### config.mk
export PLATFORM = sky130hd
export DESIGN_NAME = inertial_piezo_step_sequencer_top
export DESIGN_NICKNAME = d
export VERILOG_FILES = /design/src/hw/rtl/ipss_pkg.sv /design/src/hw/rtl/inertial_piezo_step_sequencer_top.sv /design/src/hw/rtl/ipss_cfg.sv /design/src/hw/rtl/ipss_seq.sv
export SDC_FILE = /design/constraint.sdc
export NUM_CORES = 1
export LEC_CHECK = 0
export ABC_AREA = 0
export ABC_CLOCK_PERIOD_IN_PS = 7300
export BUFFER_PORTS_ARGS = -buffer_cell sky130_fd_sc_hd__buf_2
export CAP_MARGIN = 0
export CORE_ASPECT_RATIO = 0.8
export CORE_UTILIZATION = 45
export DETAILED_ROUTE_END_ITERATION = 12
export SYNTH_ARGS = -nofsm -noshare
export SYNTH_HDL_FRONTEND = slang
export SYNTH_HIERARCHICAL = 1
export SYNTH_SLANG_ARGS = --single-unit
### constraint.sdc
create_clock -name clk -period 7.3 [get_ports clk]
set_clock_uncertainty 0.15 [all_clocks]
set_input_delay 1.46 -clock clk [delete_from_list [all_inputs] [get_ports clk]]
set_output_delay 1.46 -clock clk [all_outputs]
set_load 0.02 [all_outputs]
### src/hw/rtl/ipss_pkg.sv
`timescale 1ns / 1ps

package ipss_pkg;

  localparam int LEVEL_BITS_DEF = 16;

  localparam int AMP_W      = 16;
  localparam int RAMP_W     = 12;
  localparam int TICKS_W    = 8;
  localparam int ELEC_W     = 4;
  localparam int CFG_IDX_W  = 2;
  localparam int CFG_DATA_W = 12;

  localparam logic [AMP_W-1:0]  LEVEL_OUT_MAX = 16'hFFFF;
  localparam logic [ELEC_W-1:0] ELEC_NONE     = 4'h0;
  localparam logic [ELEC_W-1:0] ELEC_FIRST    = 4'h1;
  localparam logic [ELEC_W-1:0] ELEC_LOW3     = 4'h7;
  localparam logic [ELEC_W-1:0] ELEC_ALL      = 4'hF;

  localparam logic [1:0] CMD_TICK = 2'd0;
  localparam logic [1:0] CMD_FWD  = 2'd1;
  localparam logic [1:0] CMD_BACK = 2'd2;

  localparam logic [CFG_IDX_W-1:0] REG_RAMP_STEP    = 2'd0;
  localparam logic [CFG_IDX_W-1:0] REG_HOLD_TICKS   = 2'd1;
  localparam logic [CFG_IDX_W-1:0] REG_SETTLE_TICKS = 2'd2;

  localparam logic [RAMP_W-1:0]  RAMP_STEP_RST    = 12'd50;
  localparam logic [TICKS_W-1:0] HOLD_TICKS_RST   = 8'd100;
  localparam logic [TICKS_W-1:0] SETTLE_TICKS_RST = 8'd50;

  typedef enum logic [2:0] {
    PH_IDLE,
    PH_FWD_RAMP,
    PH_FWD_HOLD,
    PH_BACK_SETTLE,
    PH_BACK_HOLD,
    PH_BACK_RAMP
  } phase_t;

  typedef struct packed {
    logic [1:0]       cmd;
    logic [AMP_W-1:0] amplitude;
  } in_item_t;

  typedef struct packed {
    logic [AMP_W-1:0]  walk_level;
    logic [ELEC_W-1:0] electrodes;
    logic              busy_res;
    logic              step_done;
    logic              rejected;
  } out_item_t;

  typedef struct packed {
    logic [RAMP_W-1:0]  ramp_step;
    logic [TICKS_W-1:0] hold_ticks;
    logic [TICKS_W-1:0] settle_ticks;
  } cfg_t;

endpackage

### src/hw/rtl/inertial_piezo_step_sequencer_top.sv
`timescale 1ns / 1ps

// Step sequencer for a four-electrode stick-slip piezo walker. Every request
// (tick, start forward, start back) gives exactly one result with the walk
// level, electrode bits and status flags. One request is taken per clock
// while in_stall is low; a request is captured in the input register,
// then the sequencer state and the result register update from it
// together once the result register can take it. The input register lets one more
// request in while a result waits on out_stall. Configuration writes are
// taken every cycle (cfg_ready is always high).

module inertial_piezo_step_sequencer_top import ipss_pkg::*; #(
  parameter int LEVEL_BITS = LEVEL_BITS_DEF
) (
  input  logic                  clk,
  input  logic                  rst_n,
  input  logic                  in_valid,
  output logic                  in_stall,
  input  in_item_t              in_data,
  output logic                  out_valid,
  input  logic                  out_stall,
  output out_item_t             out_data,
  input  logic                  cfg_valid,
  output logic                  cfg_ready,
  input  logic [CFG_IDX_W-1:0]  cfg_index,
  input  logic [CFG_DATA_W-1:0] cfg_data
);

  cfg_t      cfg;
  in_item_t  in_item_r;
  logic      s1_valid_r, s1_valid_nxt;
  logic      out_valid_r, out_valid_nxt;
  out_item_t out_data_r;
  out_item_t res;
  logic      adv, in_acc;

  assign cfg_ready = 1'b1;

  ipss_cfg u_cfg (
    .clk      (clk),
    .rst_n    (rst_n),
    .wr_en    (cfg_valid && cfg_ready),
    .wr_index (cfg_index),
    .wr_data  (cfg_data),
    .cfg      (cfg)
  );

  ipss_seq #(
    .LEVEL_BITS (LEVEL_BITS)
  ) u_seq (
    .clk   (clk),
    .rst_n (rst_n),
    .en    (adv),
    .item  (in_item_r),
    .cfg   (cfg),
    .res   (res)
  );

  assign adv      = s1_valid_r && (!out_valid_r || !out_stall);
  assign in_stall = s1_valid_r && !adv;
  assign in_acc   = in_valid && !in_stall;

  assign s1_valid_nxt  = in_acc || (s1_valid_r && !adv);
  assign out_valid_nxt = adv || (out_valid_r && out_stall);

  always_ff @(posedge clk) begin
    if (!rst_n) begin
      s1_valid_r  <= 1'b0;
      out_valid_r <= 1'b0;
    end else begin
      s1_valid_r  <= s1_valid_nxt;
      out_valid_r <= out_valid_nxt;
    end
  end

  always_ff @(posedge clk) begin
    if (in_acc) begin
      in_item_r <= in_data;
    end
    if (adv) begin
      out_data_r <= res;
    end
  end

  assign out_valid = out_valid_r;
  assign out_data  = out_data_r;

  a_done_not_busy: assert property (@(posedge clk) disable iff (!rst_n)
    out_valid_r |-> !(out_data_r.step_done && out_data_r.busy_res))
    else $error("step_done with busy_res set");

  a_done_not_rej: assert property (@(posedge clk) disable iff (!rst_n)
    out_valid_r |-> !(out_data_r.step_done && out_data_r.rejected))
    else $error("step_done and rejected together");

  a_rej_busy: assert property (@(posedge clk) disable iff (!rst_n)
    (out_valid_r && out_data_r.rejected) |-> out_data_r.busy_res)
    else $error("rejected while not busy");

  a_adv_fills_out: assert property (@(posedge clk) disable iff (!rst_n)
    adv |=> out_valid_r)
    else $error("result lost after advance");

  a_stall_full: assert property (@(posedge clk) disable iff (!rst_n)
    in_stall |-> (s1_valid_r && out_valid_r && out_stall))
    else $error("input stalled with room to advance");

endmodule

### src/hw/rtl/ipss_cfg.sv
`timescale 1ns / 1ps

module ipss_cfg import ipss_pkg::*; (
  input  logic                  clk,
  input  logic                  rst_n,
  input  logic                  wr_en,
  input  logic [CFG_IDX_W-1:0]  wr_index,
  input  logic [CFG_DATA_W-1:0] wr_data,
  output cfg_t                  cfg
);

  cfg_t cfg_r;

  always_ff @(posedge clk) begin
    if (!rst_n) begin
      cfg_r.ramp_step    <= RAMP_STEP_RST;
      cfg_r.hold_ticks   <= HOLD_TICKS_RST;
      cfg_r.settle_ticks <= SETTLE_TICKS_RST;
    end else if (wr_en) begin
      unique case (wr_index)
        REG_RAMP_STEP:    cfg_r.ramp_step    <= wr_data[RAMP_W-1:0];
        REG_HOLD_TICKS:   cfg_r.hold_ticks   <= wr_data[TICKS_W-1:0];
        REG_SETTLE_TICKS: cfg_r.settle_ticks <= wr_data[TICKS_W-1:0];
        default: ;
      endcase
    end
  end

  assign cfg = cfg_r;

endmodule

### src/hw/rtl/ipss_seq.sv
`timescale 1ns / 1ps

module ipss_seq import ipss_pkg::*; #(
  parameter int LEVEL_BITS = LEVEL_BITS_DEF
) (
  input  logic      clk,
  input  logic      rst_n,
  input  logic      en,
  input  in_item_t  item,
  input  cfg_t      cfg,
  output out_item_t res
);

  localparam int EW = ((LEVEL_BITS > RAMP_W) ? LEVEL_BITS : RAMP_W) + 1;
  localparam int OW = (LEVEL_BITS > AMP_W) ? LEVEL_BITS : AMP_W;
  localparam logic [LEVEL_BITS-1:0] FS = {LEVEL_BITS{1'b1}};

  phase_t                  phase_r, phase_nxt;
  logic [LEVEL_BITS-1:0]   level_r, level_nxt;
  logic [LEVEL_BITS-1:0]   target_r, target_nxt;
  logic [ELEC_W-1:0]       bits_r, bits_nxt;
  logic [TICKS_W-1:0]      wait_r, wait_nxt;
  logic                    done, rej;

  logic [RAMP_W-1:0]       st;
  logic [OW-1:0]           amp_ext;
  logic [LEVEL_BITS-1:0]   amp_c;
  logic [EW-1:0]           up_sum, dn_diff;
  logic [LEVEL_BITS-1:0]   up_lvl, dn_lvl;
  logic                    wait_exp;
  logic [OW-1:0]           lvl_ow;
  logic                    is_idle;

  assign st       = (cfg.ramp_step == '0) ? RAMP_W'(1) : cfg.ramp_step;
  assign amp_ext  = OW'(item.amplitude);
  assign amp_c    = (amp_ext > OW'(FS)) ? FS : amp_ext[LEVEL_BITS-1:0];
  assign up_sum   = EW'(level_r) + EW'(st);
  assign up_lvl   = (up_sum > EW'(FS)) ? FS : up_sum[LEVEL_BITS-1:0];
  assign dn_diff  = EW'(level_r) - EW'(st);
  assign dn_lvl   = (EW'(level_r) > EW'(st)) ? dn_diff[LEVEL_BITS-1:0] : '0;
  assign wait_exp = (wait_r <= TICKS_W'(1));
  assign is_idle  = (phase_r == PH_IDLE);

  // next phase
  always_comb begin
    phase_nxt = phase_r;
    if (item.cmd == CMD_TICK) begin
      unique case (phase_r)
        PH_IDLE: ;
        PH_FWD_RAMP:
          if (up_lvl >= target_r) phase_nxt = PH_FWD_HOLD;
        PH_FWD_HOLD:
          if (wait_exp && bits_r == ELEC_NONE) phase_nxt = PH_IDLE;
        PH_BACK_SETTLE:
          if (wait_exp) phase_nxt = PH_BACK_HOLD;
        PH_BACK_HOLD:
          if (wait_exp && bits_r == ELEC_ALL) begin
            phase_nxt = (level_r == '0) ? PH_IDLE : PH_BACK_RAMP;
          end
        PH_BACK_RAMP:
          if (dn_lvl == '0) phase_nxt = PH_IDLE;
        default: phase_nxt = PH_IDLE;
      endcase
    end else if (is_idle && item.cmd == CMD_FWD) begin
      phase_nxt = (amp_c == '0) ? PH_FWD_HOLD : PH_FWD_RAMP;
    end else if (is_idle && item.cmd == CMD_BACK) begin
      phase_nxt = (cfg.settle_ticks == '0) ? PH_BACK_HOLD : PH_BACK_SETTLE;
    end
  end

  // datapath and result
  always_comb begin
    level_nxt  = level_r;
    target_nxt = target_r;
    bits_nxt   = bits_r;
    wait_nxt   = wait_r;
    done       = 1'b0;
    rej        = 1'b0;
    if (item.cmd == CMD_TICK) begin
      unique case (phase_r)
        PH_IDLE: ;
        PH_FWD_RAMP: begin
          level_nxt = up_lvl;
          if (up_lvl >= target_r) begin
            bits_nxt = bits_r & ELEC_LOW3;
            wait_nxt = cfg.hold_ticks;
          end
        end
        PH_FWD_HOLD: begin
          if (!wait_exp) begin
            wait_nxt = wait_r - TICKS_W'(1);
          end else if (bits_r == ELEC_NONE) begin
            wait_nxt = '0;
            done     = 1'b1;
          end else begin
            bits_nxt = bits_r >> 1;
            wait_nxt = cfg.hold_ticks;
          end
        end
        PH_BACK_SETTLE: begin
          if (!wait_exp) begin
            wait_nxt = wait_r - TICKS_W'(1);
          end else begin
            bits_nxt = bits_r | ELEC_FIRST;
            wait_nxt = cfg.hold_ticks;
          end
        end
        PH_BACK_HOLD: begin
          if (!wait_exp) begin
            wait_nxt = wait_r - TICKS_W'(1);
          end else if (bits_r == ELEC_ALL) begin
            wait_nxt = '0;
            if (level_r == '0) begin
              bits_nxt = ELEC_NONE;
              done     = 1'b1;
            end
          end else begin
            bits_nxt = (bits_r << 1) | ELEC_FIRST;
            wait_nxt = cfg.hold_ticks;
          end
        end
        PH_BACK_RAMP: begin
          level_nxt = dn_lvl;
          if (dn_lvl == '0) begin
            bits_nxt = ELEC_NONE;
            done     = 1'b1;
          end
        end
        default: ;
      endcase
    end else if (item.cmd == CMD_FWD || item.cmd == CMD_BACK) begin
      if (!is_idle) begin
        rej = 1'b1;
      end else if (item.cmd == CMD_FWD) begin
        target_nxt = amp_c;
        level_nxt  = '0;
        if (amp_c == '0) begin
          bits_nxt = ELEC_LOW3;
          wait_nxt = cfg.hold_ticks;
        end else begin
          bits_nxt = ELEC_ALL;
        end
      end else begin
        target_nxt = amp_c;
        level_nxt  = amp_c;
        if (cfg.settle_ticks == '0) begin
          bits_nxt = ELEC_FIRST;
          wait_nxt = cfg.hold_ticks;
        end else begin
          bits_nxt = ELEC_NONE;
          wait_nxt = cfg.settle_ticks;
        end
      end
    end
  end

  assign lvl_ow = OW'(level_nxt);

  always_comb begin
    res.walk_level = (lvl_ow > OW'(LEVEL_OUT_MAX)) ? LEVEL_OUT_MAX : lvl_ow[AMP_W-1:0];
    res.electrodes = bits_nxt;
    res.busy_res   = (phase_nxt != PH_IDLE);
    res.step_done  = done;
    res.rejected   = rej;
  end

  always_ff @(posedge clk) begin
    if (!rst_n) begin
      phase_r  <= PH_IDLE;
      level_r  <= '0;
      target_r <= '0;
      bits_r   <= ELEC_NONE;
      wait_r   <= '0;
    end else if (en) begin
      phase_r  <= phase_nxt;
      level_r  <= level_nxt;
      target_r <= target_nxt;
      bits_r   <= bits_nxt;
      wait_r   <= wait_nxt;
    end
  end

endmodule
==> results.ini <==
[placed_design]
gp_congestion=0.959
hpwl_microns=17900
io_buffers=61
numPlacedInstances=1192

[sta]
fin_crit_ns=5.77
finalHoldViolCount=0
maxSlewHeadroom_pct=31.4
setup_tns_ns=0
whs_ns=0.305
setup_violations=0
timing.fmax_mhz=173
tightest_slew_ns=1.02
min_period_over_period_pct=79.0
rsz0062_at_grt=no
drv_slew=0

[drt]
wl_per_cell_microns=20.4
drt.antenna.violating_nets=0
drtIter0Drc=861
vias=7528
vias_per_cell=6.15
drc=0
drt-total-wl_microns=24900
dr.pass1.iters=6

[pwr]
p_per_area_nw_per_um2=229
clock_power_share_pct=42.8
seq_power_share_pct=37.2
p_comb_share_pct=19.9
sw_frac_of_total_pct=31.1
irDropWorstVdd_v=0.000125
power.internal_w=0.00142
p_leak_nw=3.68
p_sw_w=0.000639
finalPower_w=0.00205

[critical_path]
slowest_delay_ns=0.60
worstSetupEndpointType=flop
startpoint_type=flop
timing.setup.critical_path_class=reg -> reg
crit_fanout=16
cp.arrival_ns=5.94
path_cells=nor4_1, a31o_2, ha_1, inv_1, fa_1, o21ba_1, or4_4, nand3_2, nor2_2, o41ai_4, nand2_4, and3_4, nor2_1, ha_1, o21a_1, o21a_1, nor2_1, nor3b_1, a21oi_1, o21ai_0, and3_1, o221ai_1, o211a_1
reg2reg_depth=23
cp_slowest_cell=o41ai_4
crit_required_ns=7.48

[cts]
cts.sinks=118
cts_resized=0
cts_buffers=17
clockRootBuffer=clkbuf_16
cts_tree=built
post_cts_buffers=0
cts.path.max_buffers=2
holdBufCountCts=0
ctsHtreeMaxLevel=4
clk_pin_slew_worst_paths_ns=0.06
clock_latency_ns=0.43

[synthesis]
ys_warn_count=6
synth_cells=971
synth_flop_cell=dfxtp_1
syn_avg_cell_area_sq_um=8.24
ys_types=79
ys_ff_latch=118
synth_area_sq_um=8000
synth_edf_count=41
syn-num-nets=1057
yosysTopAreaCell=dfxtp_1
seq_area_frac_synth_pct=34.7
synthArstFlopShare_pct=0
yosysTopAreaCellShare_pct=19.3
synth_area_leaders=dfxtp_1 (19%), edfxtp_1 (15%), ha_1 (7.3%)

[floorplan]
chipHeight_microns=121
rows=43
core_area_sq_um=17400
start_util_pct=46.0
die_w_microns=151
dieArea_sq_um=18300
ios=63

[final_layout]
num_antenna_cells=0
syn2layout_area_growth_pct=11.9
drive_gt1_share_pct=12.1
fill_cells=1666
nets=1072
layout.cells.non_filler=1224

[global_routing]
antenna_found_initial=1
grt_pass1_wl_microns=38300
grt_pass1_vias=6698
grt_max_degree=72
gr-total-overflow=0
grtUsageTotal_pct=28.0

[min_path]
hold_path_class=reg -> reg
holdPathStages=2

[job]
drv_cap=0

[outcome]
outcome=complete, no violations

[synthesized netlist by cell type (3+ instances only)]
| cell type | count |
|---|---|
| o22ai_1 | 6 |
| a21o_1 | 10 |
| nor3_1 | 17 |
| and3_1 | 6 |
| o31ai_1 | 11 |
| buf_4 | 4 |
| nand4_1 | 11 |
| a41oi_1 | 3 |
| o211a_1 | 8 |
| mux2i_1 | 27 |
| buf_2 | 6 |
| a221oi_1 | 7 |
| o221ai_1 | 10 |
| clkbuf_1 | 60 |
| inv_1 | 58 |
| dfxtp_1 | 77 |
| a21boi_0 | 3 |
| and2_1 | 10 |
| nor3b_1 | 13 |
| a21oi_1 | 89 |
| nand2b_1 | 16 |
| nand2_1 | 105 |
| a31oi_1 | 18 |
| nor2b_1 | 27 |
| o21ai_0 | 48 |
| ha_1 | 47 |
| or4_1 | 6 |
| o211ai_1 | 8 |
| nor2_1 | 58 |
| o21bai_1 | 6 |
| o31a_1 | 3 |
| nand3_1 | 34 |
| a211oi_1 | 15 |
| or3_1 | 4 |
| xor2_1 | 4 |
| edfxtp_1 | 41 |
| xnor2_1 | 18 |
| o21a_1 | 8 |
| nor4_1 | 13 |
[registers in the layout, summed over array words and instances, names as in the netlist]
register        cells
out_data           23
u_seq/phase_r       3
u_seq/target_r     16
u_cfg/cfg          28
u_seq/bits_r        4
s1_valid_r          1
u_seq/level_r      16
u_seq/wait_r        8
out_valid           1
in_item_r          18
[power groups by stage]
stage	clock [W]	sequential (W)	combinational [W]
3_3_place_gp	0	0.000777	0.000397
6_report	0.000880	0.000765	0.000410
3_5_place_dp	0	0.000777	0.000396
2_1_floorplan	0	0.000765	0.000291
5_1_grt	0.000915	0.000769	0.000446
4_1_cts	0.000887	0.000763	0.000400
[path summary, 6_finish.rpt]
path	start	to	slack [ns]
hold reg to reg	u_seq/target_r[5]	u_seq/target_r[5]	0.30
hold / removal	u_seq/target_r[5]	u_seq/target_r[5]	0.30
setup / recovery	u_cfg/cfg[24]	u_seq/wait_r[4]	1.53
setup reg to reg	u_cfg/cfg[24]	u_seq/wait_r[4]	1.53
[layer usage]
metal | vias up | global-route usage (%) | wire, microns
li1 | 3545 | - | -
met1 | 3527 | 41.6 | 11600
met2 | 405 | 38.1 | 10000
met3 | 49 | 7.97 | 2670
met4 | 2 | 9.06 | 583
met5 | - | 0 | 17
[cell type report]
class / count / area (sq um) / area share (%)
clock buffer: 18 / 439 / 4.90
tap: 225 / 282 / 3.14
timing repair buffer: 70 / 373 / 4.16
inverter: 60 / 225 / 2.52
multi-input combinational: 719 / 4690 / 52.4
clock inverter: 14 / 173 / 1.93
sequential: 118 / 2770 / 31.0
[logic make-up (layout without fill, tap and decap cells)]
group	after synthesis	in the layout	share of synthesized area, %
other cells	1	1	0.0469
mux	27	27	3.38
simple gates	341	341	21.9
buf+inv	134	162	6.90
flops	118	118	34.7
compound gates	279	279	22.8
fa+ha+maj	49	49	7.85
xor+xnor	22	22	2.41
[critical path: cells and delay by family (launching register included)]
kind            cells  cell delay (ns)
flops               1             0.34
fa+ha+maj           3             0.77
buf+inv             1             0.06
compound gates      9             2.03
simple gates       10             2.30
[per-stage QoR]
stage | worst slack (ns) | utilization (%) | area (sq um)
final | 1.53 | 51.5 | 8950
after global routing | 1.10 | 51.5 | 8950
after CTS | 1.63 | 51.5 | 8950
after detailed placement | 1.67 | 48.0 | 8340
after global placement | 1.88 | 48.0 | 8340
after floorplan | 2.13 | - | 8000
[cell usage in the layout, fill, tap and decap left out, types with 18 or more instances in the layout]
cell      netlist  final
nand2_1       105    105
a21oi_1        89     89
dfxtp_1        77     77
buf_2           6     61
inv_1          58     58
nor2_1         58     58
o21ai_0        48     48
ha_1           47     47
edfxtp_1       41     41
nand3_1        34     34
mux2i_1        27     27
nor2b_1        27     26
a31oi_1        18     18
xnor2_1        18     18
Note: power is estimated with default switching activity, not from simulation.
